`src/hsv_to_rgb_converter_defines.svh`:
```
// Assertion macros used by hsv2rgb_ctrl.
`ifndef HSV_TO_RGB_CONVERTER_DEFINES_SVH
`define HSV_TO_RGB_CONVERTER_DEFINES_SVH

`ifndef ASSERT_OFF
`define ASSERT_PROP(label, clk, rstn, prop) \
    label: assert property (@(posedge clk) disable iff (!(rstn)) (prop)) \
        else $error("assertion failed");
`define ASSERT_NEVER(label, clk, rstn, expr) \
    label: assert property (@(posedge clk) disable iff (!(rstn)) !(expr)) \
        else $error("forbidden condition seen");
`else
`define ASSERT_PROP(label, clk, rstn, prop)
`define ASSERT_NEVER(label, clk, rstn, expr)
`endif

`endif

```
`src/hsv2rgb_pkg.sv`:
```
package hsv2rgb_pkg;

    localparam int HUE_W      = 15;
    localparam int SV_W       = 9;
    localparam int CH_W       = 8;
    localparam int REM_W      = 12;
    localparam int ONE_Q8     = 256;
    localparam int SEXT_DIV   = 15;   // sextant width 3840 = 15 << 8
    localparam int NUM_STAGES = 5;

    typedef enum logic [2:0] {
        SEXT_RED_YEL = 3'd0,
        SEXT_YEL_GRN = 3'd1,
        SEXT_GRN_CYN = 3'd2,
        SEXT_CYN_BLU = 3'd3,
        SEXT_BLU_MAG = 3'd4,
        SEXT_MAG_RED = 3'd5
    } sextant_t;

    // floor(hi / 15) for hi = hue >> 8, result 0..8
    function automatic logic [3:0] sext_of_hi(input logic [6:0] hi);
        logic [3:0] n;
        n = '0;
        for (int k = 1; k <= 8; k++) begin
            if (hi >= 7'(SEXT_DIV * k)) begin
                n = n + 4'd1;
            end
        end
        return n;
    endfunction

endpackage

```
`src/hsv2rgb_ctrl.sv`:
```
`include "hsv_to_rgb_converter_defines.svh"

module hsv2rgb_ctrl
    import hsv2rgb_pkg::*;
(
    input  logic                  aclk,
    input  logic                  aresetn,
    input  logic                  s_tvalid,
    output logic                  s_tready,
    output logic                  m_tvalid,
    input  logic                  m_tready,
    output logic [NUM_STAGES-1:0] load
);

    logic [NUM_STAGES-1:0] valid_reg;
    logic [NUM_STAGES-1:0] valid_next;

    // a stage loads when it is empty or its content moves on
    always_comb begin
        load[NUM_STAGES-1] = !valid_reg[NUM_STAGES-1] || m_tready;
        for (int i = NUM_STAGES - 2; i >= 0; i--) begin
            load[i] = !valid_reg[i] || load[i+1];
        end
    end

    always_comb begin
        valid_next[0] = load[0] ? s_tvalid : valid_reg[0];
        for (int i = 1; i < NUM_STAGES; i++) begin
            valid_next[i] = load[i] ? valid_reg[i-1] : valid_reg[i];
        end
    end

    always_ff @(posedge aclk) begin
        if (!aresetn) begin
            valid_reg <= '0;
        end else begin
            valid_reg <= valid_next;
        end
    end

    assign s_tready = load[0];
    assign m_tvalid = valid_reg[NUM_STAGES-1];

    `ASSERT_PROP(a_empty_after_reset, aclk, aresetn, $rose(aresetn) |-> (valid_reg == '0))
    `ASSERT_PROP(a_stalled_beat_kept, aclk, aresetn, 1'b1 |=> ((valid_reg & ~$past(load)) == ($past(valid_reg) & ~$past(load))))
    `ASSERT_NEVER(a_ready_when_drained, aclk, aresetn, !valid_reg[NUM_STAGES-1] && !(&load))

endmodule

```
`src/hsv2rgb_split.sv`:
```
module hsv2rgb_split
    import hsv2rgb_pkg::*;
#(
    parameter int FRAC_BITS = 8
) (
    input  logic                 aclk,
    input  logic [1:0]           load,
    input  logic [HUE_W-1:0]     hue,
    input  logic [SV_W-1:0]      saturation,
    input  logic [SV_W-1:0]      brightness,
    output sextant_t             sext,
    output logic [FRAC_BITS-1:0] frac,
    output logic [SV_W-1:0]      sat,
    output logic [SV_W-1:0]      val
);

    localparam int YW = FRAC_BITS + 4;
    localparam int K  = FRAC_BITS + 8;
    localparam int MW = K - 3;
    localparam int PW = YW + MW;
    localparam logic [MW-1:0] RECIP = MW'((2**K + SEXT_DIV - 1) / SEXT_DIV);
    localparam logic [SV_W-1:0] ONE_SV = SV_W'(ONE_Q8);

    logic [6:0]       hue_hi;
    logic [3:0]       sext_raw;
    logic [6:0]       rem_hi;
    sextant_t         s0_sext_next;
    logic [REM_W-1:0] s0_rem_next;
    logic [SV_W-1:0]  s0_sat_next;
    logic [SV_W-1:0]  s0_val_next;

    sextant_t         s0_sext_reg;
    logic [REM_W-1:0] s0_rem_reg;
    logic [SV_W-1:0]  s0_sat_reg;
    logic [SV_W-1:0]  s0_val_reg;

    logic [REM_W+FRAC_BITS-1:0] rem_wide;
    logic [YW-1:0]              y;
    logic [PW-1:0]              prod;
    logic [FRAC_BITS-1:0]       s1_frac_next;

    sextant_t             s1_sext_reg;
    logic [FRAC_BITS-1:0] s1_frac_reg;
    logic [SV_W-1:0]      s1_sat_reg;
    logic [SV_W-1:0]      s1_val_reg;

    // stage 0: sextant, remainder, clamp
    always_comb begin
        hue_hi   = hue[HUE_W-1:8];
        sext_raw = sext_of_hi(hue_hi);
        rem_hi   = hue_hi - 7'(SEXT_DIV * int'(sext_raw));
        s0_rem_next = {rem_hi[3:0], hue[7:0]};
        if (sext_raw >= 4'd6) begin
            s0_sext_next = sextant_t'(3'(sext_raw - 4'd6));
        end else begin
            s0_sext_next = sextant_t'(sext_raw[2:0]);
        end
        s0_sat_next = saturation[SV_W-1] ? ONE_SV : saturation;
        s0_val_next = brightness[SV_W-1] ? ONE_SV : brightness;
    end

    always_ff @(posedge aclk) begin
        if (load[0]) begin
            s0_sext_reg <= s0_sext_next;
            s0_rem_reg  <= s0_rem_next;
            s0_sat_reg  <= s0_sat_next;
            s0_val_reg  <= s0_val_next;
        end
    end

    // stage 1: f = floor(rem * 2^F / 3840) by reciprocal of 15
    always_comb begin
        rem_wide     = {s0_rem_reg, {FRAC_BITS{1'b0}}};
        y            = rem_wide[REM_W+FRAC_BITS-1:8];
        prod         = PW'(y) * PW'(RECIP);
        s1_frac_next = prod[K+FRAC_BITS-1:K];
    end

    always_ff @(posedge aclk) begin
        if (load[1]) begin
            s1_sext_reg <= s0_sext_reg;
            s1_frac_reg <= s1_frac_next;
            s1_sat_reg  <= s0_sat_reg;
            s1_val_reg  <= s0_val_reg;
        end
    end

    assign sext = s1_sext_reg;
    assign frac = s1_frac_reg;
    assign sat  = s1_sat_reg;
    assign val  = s1_val_reg;

endmodule

```
`src/hsv2rgb_comp.sv`:
```
module hsv2rgb_comp
    import hsv2rgb_pkg::*;
#(
    parameter int FRAC_BITS = 8
) (
    input  logic                      aclk,
    input  logic [1:0]                load,
    input  sextant_t                  sext_in,
    input  logic [FRAC_BITS-1:0]      frac,
    input  logic [SV_W-1:0]           sat,
    input  logic [SV_W-1:0]           val_in,
    output sextant_t                  sext_out,
    output logic [SV_W-1:0]           val_out,
    output logic [FRAC_BITS+17:0]     p_prod,
    output logic [FRAC_BITS+17:0]     q_prod,
    output logic [FRAC_BITS+17:0]     t_prod
);

    localparam int BW = FRAC_BITS + 9;
    localparam int AW = BW + 9;
    localparam logic [BW-1:0]        ONE_B  = BW'(ONE_Q8) << FRAC_BITS;
    localparam logic [FRAC_BITS:0]   ONE_F  = (FRAC_BITS+1)'(1) << FRAC_BITS;
    localparam logic [SV_W-1:0]      ONE_SV = SV_W'(ONE_Q8);

    logic [BW-1:0]      fs_prod;
    logic [FRAC_BITS:0] one_minus_f;
    logic [BW:0]        gs_prod;
    logic [BW-1:0]      p_b_next;
    logic [BW-1:0]      q_b_next;
    logic [BW-1:0]      t_b_next;

    sextant_t          s2_sext_reg;
    logic [SV_W-1:0]   s2_val_reg;
    logic [BW-1:0]     p_b_reg;
    logic [BW-1:0]     q_b_reg;
    logic [BW-1:0]     t_b_reg;

    sextant_t          s3_sext_reg;
    logic [SV_W-1:0]   s3_val_reg;
    logic [AW-1:0]     p_a_reg;
    logic [AW-1:0]     q_a_reg;
    logic [AW-1:0]     t_a_reg;

    // stage 2: (1-s), (1-fs), (1-(1-f)s), all with 8+F fraction bits
    always_comb begin
        fs_prod     = BW'(frac) * BW'(sat);
        one_minus_f = ONE_F - {1'b0, frac};
        gs_prod     = (BW+1)'(one_minus_f) * (BW+1)'(sat);
        p_b_next    = {ONE_SV - sat, {FRAC_BITS{1'b0}}};
        q_b_next    = ONE_B - fs_prod;
        t_b_next    = ONE_B - gs_prod[BW-1:0];
    end

    always_ff @(posedge aclk) begin
        if (load[0]) begin
            s2_sext_reg <= sext_in;
            s2_val_reg  <= val_in;
            p_b_reg     <= p_b_next;
            q_b_reg     <= q_b_next;
            t_b_reg     <= t_b_next;
        end
    end

    // stage 3: scale by v
    always_ff @(posedge aclk) begin
        if (load[1]) begin
            s3_sext_reg <= s2_sext_reg;
            s3_val_reg  <= s2_val_reg;
            p_a_reg     <= AW'(s2_val_reg) * AW'(p_b_reg);
            q_a_reg     <= AW'(s2_val_reg) * AW'(q_b_reg);
            t_a_reg     <= AW'(s2_val_reg) * AW'(t_b_reg);
        end
    end

    assign sext_out = s3_sext_reg;
    assign val_out  = s3_val_reg;
    assign p_prod   = p_a_reg;
    assign q_prod   = q_a_reg;
    assign t_prod   = t_a_reg;

endmodule

```
`src/hsv2rgb_mix.sv`:
```
module hsv2rgb_mix
    import hsv2rgb_pkg::*;
#(
    parameter int FRAC_BITS = 8
) (
    input  logic                  aclk,
    input  logic                  load,
    input  sextant_t              sext,
    input  logic [SV_W-1:0]       val,
    input  logic [FRAC_BITS+17:0] p_prod,
    input  logic [FRAC_BITS+17:0] q_prod,
    input  logic [FRAC_BITS+17:0] t_prod,
    output logic [CH_W-1:0]       red,
    output logic [CH_W-1:0]       green,
    output logic [CH_W-1:0]       blue
);

    localparam int AW    = FRAC_BITS + 18;
    localparam int SHIFT = FRAC_BITS + 16;

    // floor(a * 255 / 2^SHIFT), low byte
    function automatic logic [CH_W-1:0] scale255(input logic [AW-1:0] a);
        logic [AW+7:0] wide;
        wide = {a, 8'b0} - (AW+8)'(a);
        return wide[SHIFT+CH_W-1:SHIFT];
    endfunction

    logic [SV_W+7:0]  v_wide;
    logic [CH_W-1:0]  vc;
    logic [CH_W-1:0]  pc;
    logic [CH_W-1:0]  qc;
    logic [CH_W-1:0]  tc;
    logic [CH_W-1:0]  red_next;
    logic [CH_W-1:0]  green_next;
    logic [CH_W-1:0]  blue_next;
    logic [CH_W-1:0]  red_reg;
    logic [CH_W-1:0]  green_reg;
    logic [CH_W-1:0]  blue_reg;

    always_comb begin
        v_wide = {val, 8'b0} - (SV_W+8)'(val);
        vc     = v_wide[15:8];
        pc     = scale255(p_prod);
        qc     = scale255(q_prod);
        tc     = scale255(t_prod);
        unique case (sext)
            SEXT_RED_YEL: begin red_next = vc; green_next = tc; blue_next = pc; end
            SEXT_YEL_GRN: begin red_next = qc; green_next = vc; blue_next = pc; end
            SEXT_GRN_CYN: begin red_next = pc; green_next = vc; blue_next = tc; end
            SEXT_CYN_BLU: begin red_next = pc; green_next = qc; blue_next = vc; end
            SEXT_BLU_MAG: begin red_next = tc; green_next = pc; blue_next = vc; end
            SEXT_MAG_RED: begin red_next = vc; green_next = pc; blue_next = qc; end
            default:      begin red_next = vc; green_next = pc; blue_next = qc; end
        endcase
    end

    always_ff @(posedge aclk) begin
        if (load) begin
            red_reg   <= red_next;
            green_reg <= green_next;
            blue_reg  <= blue_next;
        end
    end

    assign red   = red_reg;
    assign green = green_reg;
    assign blue  = blue_reg;

endmodule

```
`src/hsv_to_rgb_converter.sv`:
```
// channel | dir | fields (tdata, lsb first)
// s_      | in  | hue[14:0], saturation[23:15], brightness[32:24], zero pad to 40
// m_      | out | red[7:0], green[15:8], blue[23:16]
//
// Five register stages; one beat per cycle sustained while m_tready is held high.
// Stages: sextant split, fraction multiply, 1-x terms, v multiply, x255 and mux.
// aresetn clears only the stage valid bits; payload registers are not reset.
// Each stage loads when empty or draining, so bubbles collapse on a stall.
module hsv_to_rgb_converter
    import hsv2rgb_pkg::*;
#(
    parameter int FRAC_BITS = 8
) (
    input  logic        aclk,
    input  logic        aresetn,
    input  logic        s_tvalid,
    output logic        s_tready,
    input  logic [39:0] s_tdata,   // hue[14:0], saturation[23:15], brightness[32:24]
    output logic        m_tvalid,
    input  logic        m_tready,
    output logic [23:0] m_tdata    // red[7:0], green[15:8], blue[23:16]
);

    logic [NUM_STAGES-1:0] load;

    sextant_t              split_sext;
    logic [FRAC_BITS-1:0]  split_frac;
    logic [SV_W-1:0]       split_sat;
    logic [SV_W-1:0]       split_val;

    sextant_t              comp_sext;
    logic [SV_W-1:0]       comp_val;
    logic [FRAC_BITS+17:0] p_prod;
    logic [FRAC_BITS+17:0] q_prod;
    logic [FRAC_BITS+17:0] t_prod;

    logic [CH_W-1:0]       red;
    logic [CH_W-1:0]       green;
    logic [CH_W-1:0]       blue;

    hsv2rgb_ctrl u_ctrl (
        .aclk     (aclk),
        .aresetn  (aresetn),
        .s_tvalid (s_tvalid),
        .s_tready (s_tready),
        .m_tvalid (m_tvalid),
        .m_tready (m_tready),
        .load     (load)
    );

    hsv2rgb_split #(
        .FRAC_BITS (FRAC_BITS)
    ) u_split (
        .aclk       (aclk),
        .load       (load[1:0]),
        .hue        (s_tdata[14:0]),
        .saturation (s_tdata[23:15]),
        .brightness (s_tdata[32:24]),
        .sext       (split_sext),
        .frac       (split_frac),
        .sat        (split_sat),
        .val        (split_val)
    );

    hsv2rgb_comp #(
        .FRAC_BITS (FRAC_BITS)
    ) u_comp (
        .aclk     (aclk),
        .load     (load[3:2]),
        .sext_in  (split_sext),
        .frac     (split_frac),
        .sat      (split_sat),
        .val_in   (split_val),
        .sext_out (comp_sext),
        .val_out  (comp_val),
        .p_prod   (p_prod),
        .q_prod   (q_prod),
        .t_prod   (t_prod)
    );

    hsv2rgb_mix #(
        .FRAC_BITS (FRAC_BITS)
    ) u_mix (
        .aclk   (aclk),
        .load   (load[4]),
        .sext   (comp_sext),
        .val    (comp_val),
        .p_prod (p_prod),
        .q_prod (q_prod),
        .t_prod (t_prod),
        .red    (red),
        .green  (green),
        .blue   (blue)
    );

    assign m_tdata = {blue, green, red};

endmodule

```
`config.mk`:
```
export PLATFORM = sky130hd
export DESIGN_NAME = hsv_to_rgb_converter
export DESIGN_NICKNAME = d
export VERILOG_FILES = /design/src/hsv2rgb_pkg.sv /design/src/hsv2rgb_ctrl.sv /design/src/hsv2rgb_split.sv /design/src/hsv2rgb_comp.sv /design/src/hsv2rgb_mix.sv /design/src/hsv_to_rgb_converter.sv
export VERILOG_INCLUDE_DIRS = /design/src /design/src/src
export SDC_FILE = /design/constraint.sdc
export NUM_CORES = 2
export LEC_CHECK = 0
export BUFFER_PORTS_ARGS = -buffer_cell sky130_fd_sc_hd__buf_4
export CAP_MARGIN = 30
export CORE_UTILIZATION = 39
export CTS_BUF_LIST = sky130_fd_sc_hd__clkbuf_4 sky130_fd_sc_hd__clkbuf_8 sky130_fd_sc_hd__clkbuf_16
export DETAILED_ROUTE_END_ITERATION = 6
export GPL_TIMING_DRIVEN = 0
export PLACE_DENSITY_LB_ADDON = 0.1
export SETUP_SLACK_MARGIN = 0.3
export SYNTH_ARGS = -nofsm -noshare
export SYNTH_HDL_FRONTEND = slang
export SYNTH_SLANG_ARGS = --single-unit
```
`constraint.sdc`:
```
create_clock -name aclk -period 15.2 [get_ports aclk]
set_clock_uncertainty 0.2 [all_clocks]
set_input_delay 0.76 -clock aclk [delete_from_list [all_inputs] [get_ports aclk]]
set_output_delay 0.76 -clock aclk [all_outputs]
set_load 0.05 [all_outputs]
```
---- Word level (Yosys, flattened, before mapping) ----
Index checks and enable logic that the tools add are counted.
W data, S select, Z words.
word-level totals
  logic and storage cells ................. 94
  bits in registers ....................... 236
  bits in latches ......................... 0
  output and inout port bits .............. 26
  memories ................................ 0
  bits in read-only memories .............. 0
  input port bits ......................... 44
  RAM bits ................................ 0
operators by class
  reductions and logical operators ........ 15
  eq/ne operators ......................... 4
  mux-type cells .......................... 14
  multiply operators ...................... 7
  shift-type cells ........................ 0
  bitwise gates (word level) .............. 0
  magnitude comparators ................... 9
  add/subtract/negate cells ............... 17
  div/mod/pow operators ................... 0
operator list
  cell                      number
  $sub A32 B26 Y32          3
  $pmux W8 S3               3
  $mul A9 B17 Y26           2
  $sub A17 B17 Y17 const A  2
  $ge A7 B7 Y1 const B      4
  $mux W4                   7
  $add A4 B1 Y4 const B     6
  $mul A12 B12 Y23 const B  1
  $mul A9 B9 Y18            1
  $mux W9                   2
  $mul A8 B9 Y17            1
  $mul A9 B9 Y17            1
  $sub A16 B9 Y16           1
  $ge A7 B6 Y1 const B      2
  $sub A9 B8 Y9 const A     1
  $sub A9 B9 Y9 const A     1
  $reduce_or A2 Y1          4
  $ge A7 B4 Y1 const B      1
  $ge A7 B5 Y1 const B      1
  $eq A3 B2 Y1 const B      2
  $logic_not A1 Y1          5
  $logic_or A1 B1 Y1        5
  $ge A4 B3 Y1 const B      1
  $mul A1 B4 Y4 const A     1
  8 further kinds           8

---- Logic depth before layout (Yosys ltp) ----
  depth in word-level cells ............... 18
  gate-level depth with buffers ........... 29
  depth with buffers taken out ............ 28

---- Modules after synthesis ----
A second synthesis with hierarchy kept.
second synthesis, totals
  cell total of the unflattened synthesis .. 3169
  area total of the unflattened synthesis .. 30156.4 sq um
modules (own cells, without submodules)
  module         instances  cells each  seq. area each (sq um)  area an instance (sq um)
  hsv2rgb_comp   1          2258        4053.9                  21632.0
  hsv2rgb_mix    1          559         720.7                   4219.0
  hsv2rgb_split  1          329         1861.8                  4095.2
  hsv2rgb_ctrl   1          23          100.1                   210.2

---- Worst setup path before layout ----
OpenSTA, ideal clock, no wires.
  path kind ............................... input to register
  from .................................... input s_tdata[11]
  to ...................................... register u_split.s0_rem_reg[11] (data pin)
  path buffers ............................ 1
  data arrival time ....................... 5628 ps
  stages .................................. 27
  setup slack ............................. 9109 ps
  cell sequence ........................... buf_4 > and3_2 > a2111oi_0 > ha_1 > inv_1 > xnor2_1 > ha_1 > nor2_1 > a31oi_1 > ha_1 > mux2_2 > ha_1 > nand2_1 > o21ai_0 > a21oi_1 > inv_1 > ha_1 > mux2i_1 > inv_1 > ha_1 > nor2_1 > a21o_1 > inv_1 > ha_1 > a211oi_1 > xnor2_1 > xnor2_1
on the way
  cells in the longest elaborated chain, start to end .. 18
  elaborated cells between the ends (all ways) .. 25
  those cells by class .................... 8 x add/sub; 1 x mul; 8 x order compare; 8 x mux
ends and longest elaborated chain
  what                         RTL line                    text
  from (decl)                  hsv_to_rgb_converter.sv:18  input logic [39:0] s_tdata,
  $ge A7 B4 Y1                 hsv2rgb_pkg.sv:25           if (hi >= 7'(SEXT_DIV * k)) begin
  $mux W1                      hsv2rgb_pkg.sv:25
  $add A1 B1 Y2                hsv2rgb_pkg.sv:26           n = n + 4'd1;
  $mux W4                      hsv2rgb_pkg.sv:25
  $add A4 B1 Y4                hsv2rgb_pkg.sv:26
  $mux W4                      hsv2rgb_pkg.sv:25
  $add A4 B1 Y4                hsv2rgb_pkg.sv:26
  $mux W4                      hsv2rgb_pkg.sv:25
  [3 not listed]               --
  $mux W4                      hsv2rgb_pkg.sv:25
  $add A4 B1 Y4                hsv2rgb_pkg.sv:26
  $mux W4                      hsv2rgb_pkg.sv:25
  $add A4 B1 Y4                hsv2rgb_pkg.sv:26
  $mux W4                      hsv2rgb_pkg.sv:25
  $mul A1 B4 Y4                hsv2rgb_split.sv:51         rem_hi = hue_hi - 7'(SEXT_DIV * int'(sext_raw));
  $sub A4 B4 Y4 (*)            hsv2rgb_split.sv:51
  named net u_split.rem_hi[3]  hsv2rgb_split.sv:26         logic [6:0] rem_hi;
  to (signal assigned)         hsv2rgb_split.sv:65         s0_rem_reg <= s0_rem_next;
  to (decl)                    hsv2rgb_split.sv:33         logic [REM_W-1:0] s0_rem_reg;
Mark *: on every way through the listed nets, which the timed path passes. The rest lies on a longest branch.
A chain may end at the register's enable or synchronous reset.

---- Final worst setup path ----
  from .................................... register u_comp.s2_val_reg[7]
  to ...................................... register u_comp.t_a_reg[25] (netlist: u_comp.t_prod[25]) (data pin)
on the way
  cells in the longest elaborated chain, start to end .. 1
ends and longest elaborated chain
  what                    RTL line            text
  from (decl)             hsv2rgb_comp.sv:33  logic [SV_W-1:0] s2_val_reg;
  from (signal assigned)  hsv2rgb_comp.sv:57  s2_val_reg <= val_in;
  $mul A9 B17 Y26         hsv2rgb_comp.sv:71  t_a_reg <= AW'(s2_val_reg) * AW'(t_b_reg);
  to (signal assigned)    hsv2rgb_comp.sv:71
  to (decl)               hsv2rgb_comp.sv:42  logic [AW-1:0] t_a_reg;
No other way between the ends.

==> run metrics <==
end of the worst register-to-register path u_comp.t_prod[25]; vias after detailed routing about 20,000; CTS sink count 226; commonest cells after routing, fill and taps aside 607 x inv_1, 362 x fa_1, 343 x ha_1, 341 x nand2_1, 273 x and2_1; row cnt 99; total negative slack for setup checks 0 ns; fin nets approximately 3,900; number of storage elements in the synthesis netlist approximately 230; met2 routing resource usage after global routing a little over a third; largest net degree at the start of global routing between 70 and 80; Post-CTS Setup Repair Bufs 0; Setup CP Type flop to flop; Synth warnings 0; All-Layer GR Usage 20.0%; most frequent standard cell in the layout excluding fill and tap cells inv_1; initial antenna violation count 1; sequence of cells on the critical path clkbuf_1 -> and2_1 -> fa_1 -> fa_1 -> fa_1 -> inv_1 -> fa_1 -> inv_1 -> ha_1 -> o211a_1 -> a221o_1 -> a31oi_1 -> a21oi_1 -> a41oi_1 -> a21oi_1 -> o41ai_1 -> xnor2_1; via-per-instance ratio around 5; portion of the clock cycle consumed by the worst path in the final layout between 40% and 50%; first-pass iteration count of the detailed router 7; most frequent CP cell fa_1; global placer's final weighted congestion between 0.9 and 1; result of the run finished with violations; share of synthesized flip-flops with an asynchronous set or reset 0%; Resized cells post-CTS 0; count of filler cells inserted in the layout approximately 7,100; kind of launch point of the worst setup path flop; number of flops mapped to enable cells by yosys between 200 and 250; critical-path maximum fanout 10; post-detailed-routing wire length around 73 mm; number of levels in the clock H-tree 1; met3 track demand over resource in global routing under 10%; source of the critical timing path u_comp.s2_val_reg[7]; total cell area at the placement stage ~30,000 sq um; GRT Residual Overflow 0; Max Root-Sink Buffers 3; Die X about 270 um; RSZ-0062 raised after global routing no; beginning of the worst hold path s_tdata[3]; floorplan die height 275 um; slew at the pin closest to its max-slew limit between 0.9 and 1 ns; category of the worst setup path capture point flop; time the worst path needs with I/O delays and setup roughly 7.0 ns; hold buffer count at cts 0; growth of design area from synthesis to finish 9.27%; Max Slew Vio Count 0; worst path arrival time around 7.0 ns; Buffers on Ports roughly 60; share of final-layout standard cells stronger than drive strength 1 ~4.8%; number of cells on the worst reg-to-reg path 17; most crowded layer after global routing met2; DP Wirelength approximately 60 mm; beginning of the worst register-to-register path u_comp.s2_val_reg[7]; clock latency reported for the late side of the worst-skew pair roughly 0.58 ns; Achievable Freq ~0.14 GHz; multi-input gate area in the final layout 19,600 sq um; number of global-route vias before repair between 20,000 and 25,000; Remaining DRCs 10; clock transition at the registers of the reported paths 0.06 ns; Core Box Area around 73,000 sq um; number of CTS-inserted buffers 29; violated checks DRC; library cells used by synthesis roughly 80; count of final setup violators 0; number of hold violations in the final report 0; total of max-cap violations 0; fraction of met1 tracks used by global routing 25.6%; post-synth net total between 3,000 and 4,000; effective utilization at floorplan 39.6%; number of ports placed on the die boundary 70; wire per inst approximately 18 um; clock tree from TritonCTS done; sequential cell area between 6000 and 7000 sq um; flip-flop count of the largest register after layout 26; critical-path cell with the highest stage delay clkbuf_1; Tightest Hold Check Type primary input to flop; hold path endpoint u_split.s0_rem_reg[3]; WHS ~0.15 ns; number of violations reported at the end of detailed-routing iteration 0 approximately 800; Slew HR about a third; die area 75,400 sq um; average footprint of a synthesized cell a little under 10 sq um; register area share after synthesis a little under a quarter; Antenna Nets Post-Route 0; Design Area, Final roughly 32,000 sq um; cell area after synthesis approximately 29,000 sq um; flop2flop setup slack between 8 and 9 ns; Cells after Synth 3,009; wire length of the first global-routing pass 118 mm; flip-flop cell with the highest count after synthesis edfxtp_1; Clock Tree Root clkbuf_16; biggest cell delay along the critical path roughly 0.74 ns; Worst Hold Depth 1; data required time of the worst path around 15 ns
[per-layer routing]
layer  up-vias  wire [um]
li1       9847          -
met1     10200      32300
met2       357      35400
met3       125       2320
met4         0       2810
met5         -          0
[how the worst max path moves through the flow]
stage,endpoint,cells past startpoint,slack (ns)
2_1_floorplan,u_split.s0_rem_reg[11],27,9.11
3_3_place_gp,u_comp.t_prod[25],17,8.27
3_5_place_dp,u_comp.t_prod[25],17,8.30
4_1_cts,u_comp.t_prod[25],17,8.23
5_1_grt,u_comp.t_prod[25],17,7.94
6_report,u_comp.t_prod[25],17,8.23
[synthesized netlist by cell type (18+ instances only)]
cell type  instances  area [sq um]
a21o_1            33           248
a21oi_1           98           490
a31oi_1           18           113
and2_1           273          1710
clkbuf_1          88           330
edfxtp_1         221          6640
fa_1             362          7250
ha_1             343          4290
inv_1            608          2280
nand2_1          342          1280
nand3_1           27           135
nor2_1            89           334
nor2b_1           33           206
nor3_1            31           155
o21a_1            20           150
o21ai_0           65           325
xnor2_1           99           867
xor2_1            33           289
[cell type report]
class | instances | area share, %
Antenna cell | 1 | 0.00791
Sequential cell | 226 | 21.3
Clock buffer | 34 | 2.41
Multi-Input combinational cell | 2074 | 61.8
Buffer | 100 | 1.21
Clock inverter | 19 | 0.510
Tap cell | 959 | 3.79
Inverter | 609 | 7.22
Timing Repair Buffer | 63 | 1.72
[worst max-delay path, delay by kind of cell, from the launching register on]
family                   cells  cell delay, ns
buffers and inverters        3            0.86
AO/OA/AOI/OAI                7            1.98
XOR/XNOR                     1            0.22
adder cells (fa/ha/maj)      5            2.43
AND/OR/NAND/NOR              1            0.26
flip-flops                   1            0.70
[kinds of logic (layout without fill, tap and decap cells)]
| group | Yosys count | in the layout | synth area share [%] |
|---|---|---|---|
| AOI/OAI and AO/OA | 355 | 355 | 8.17 |
| xor gates and xnor gates | 135 | 135 | 4.24 |
| adders and majority gates | 705 | 705 | 39.8 |
| buffers and inverters | 709 | 825 | 9.21 |
| DFF | 226 | 226 | 23.3 |
| muxes | 9 | 9 | 0.341 |
| other | 0 | 1 | 0 |
| and+or+nand+nor | 870 | 870 | 14.9 |
[metrics by stage]
| stage | util (%) | instances | setup slack, ns |
|---|---|---|---|
| after floorplan | - | 3009 | 9.11 |
| after global placement | 41.8 | 4027 | 8.27 |
| after detailed placement | 42.0 | 4031 | 8.30 |
| after CTS | 43.2 | 4084 | 8.23 |
| after global routing | 43.2 | 4084 | 7.94 |
| final | 43.2 | 4085 | 8.23 |
Power is left out: the tool's default activity adds up to more than one toggle a clock period on the data nets, which glitch-free logic cannot reach.
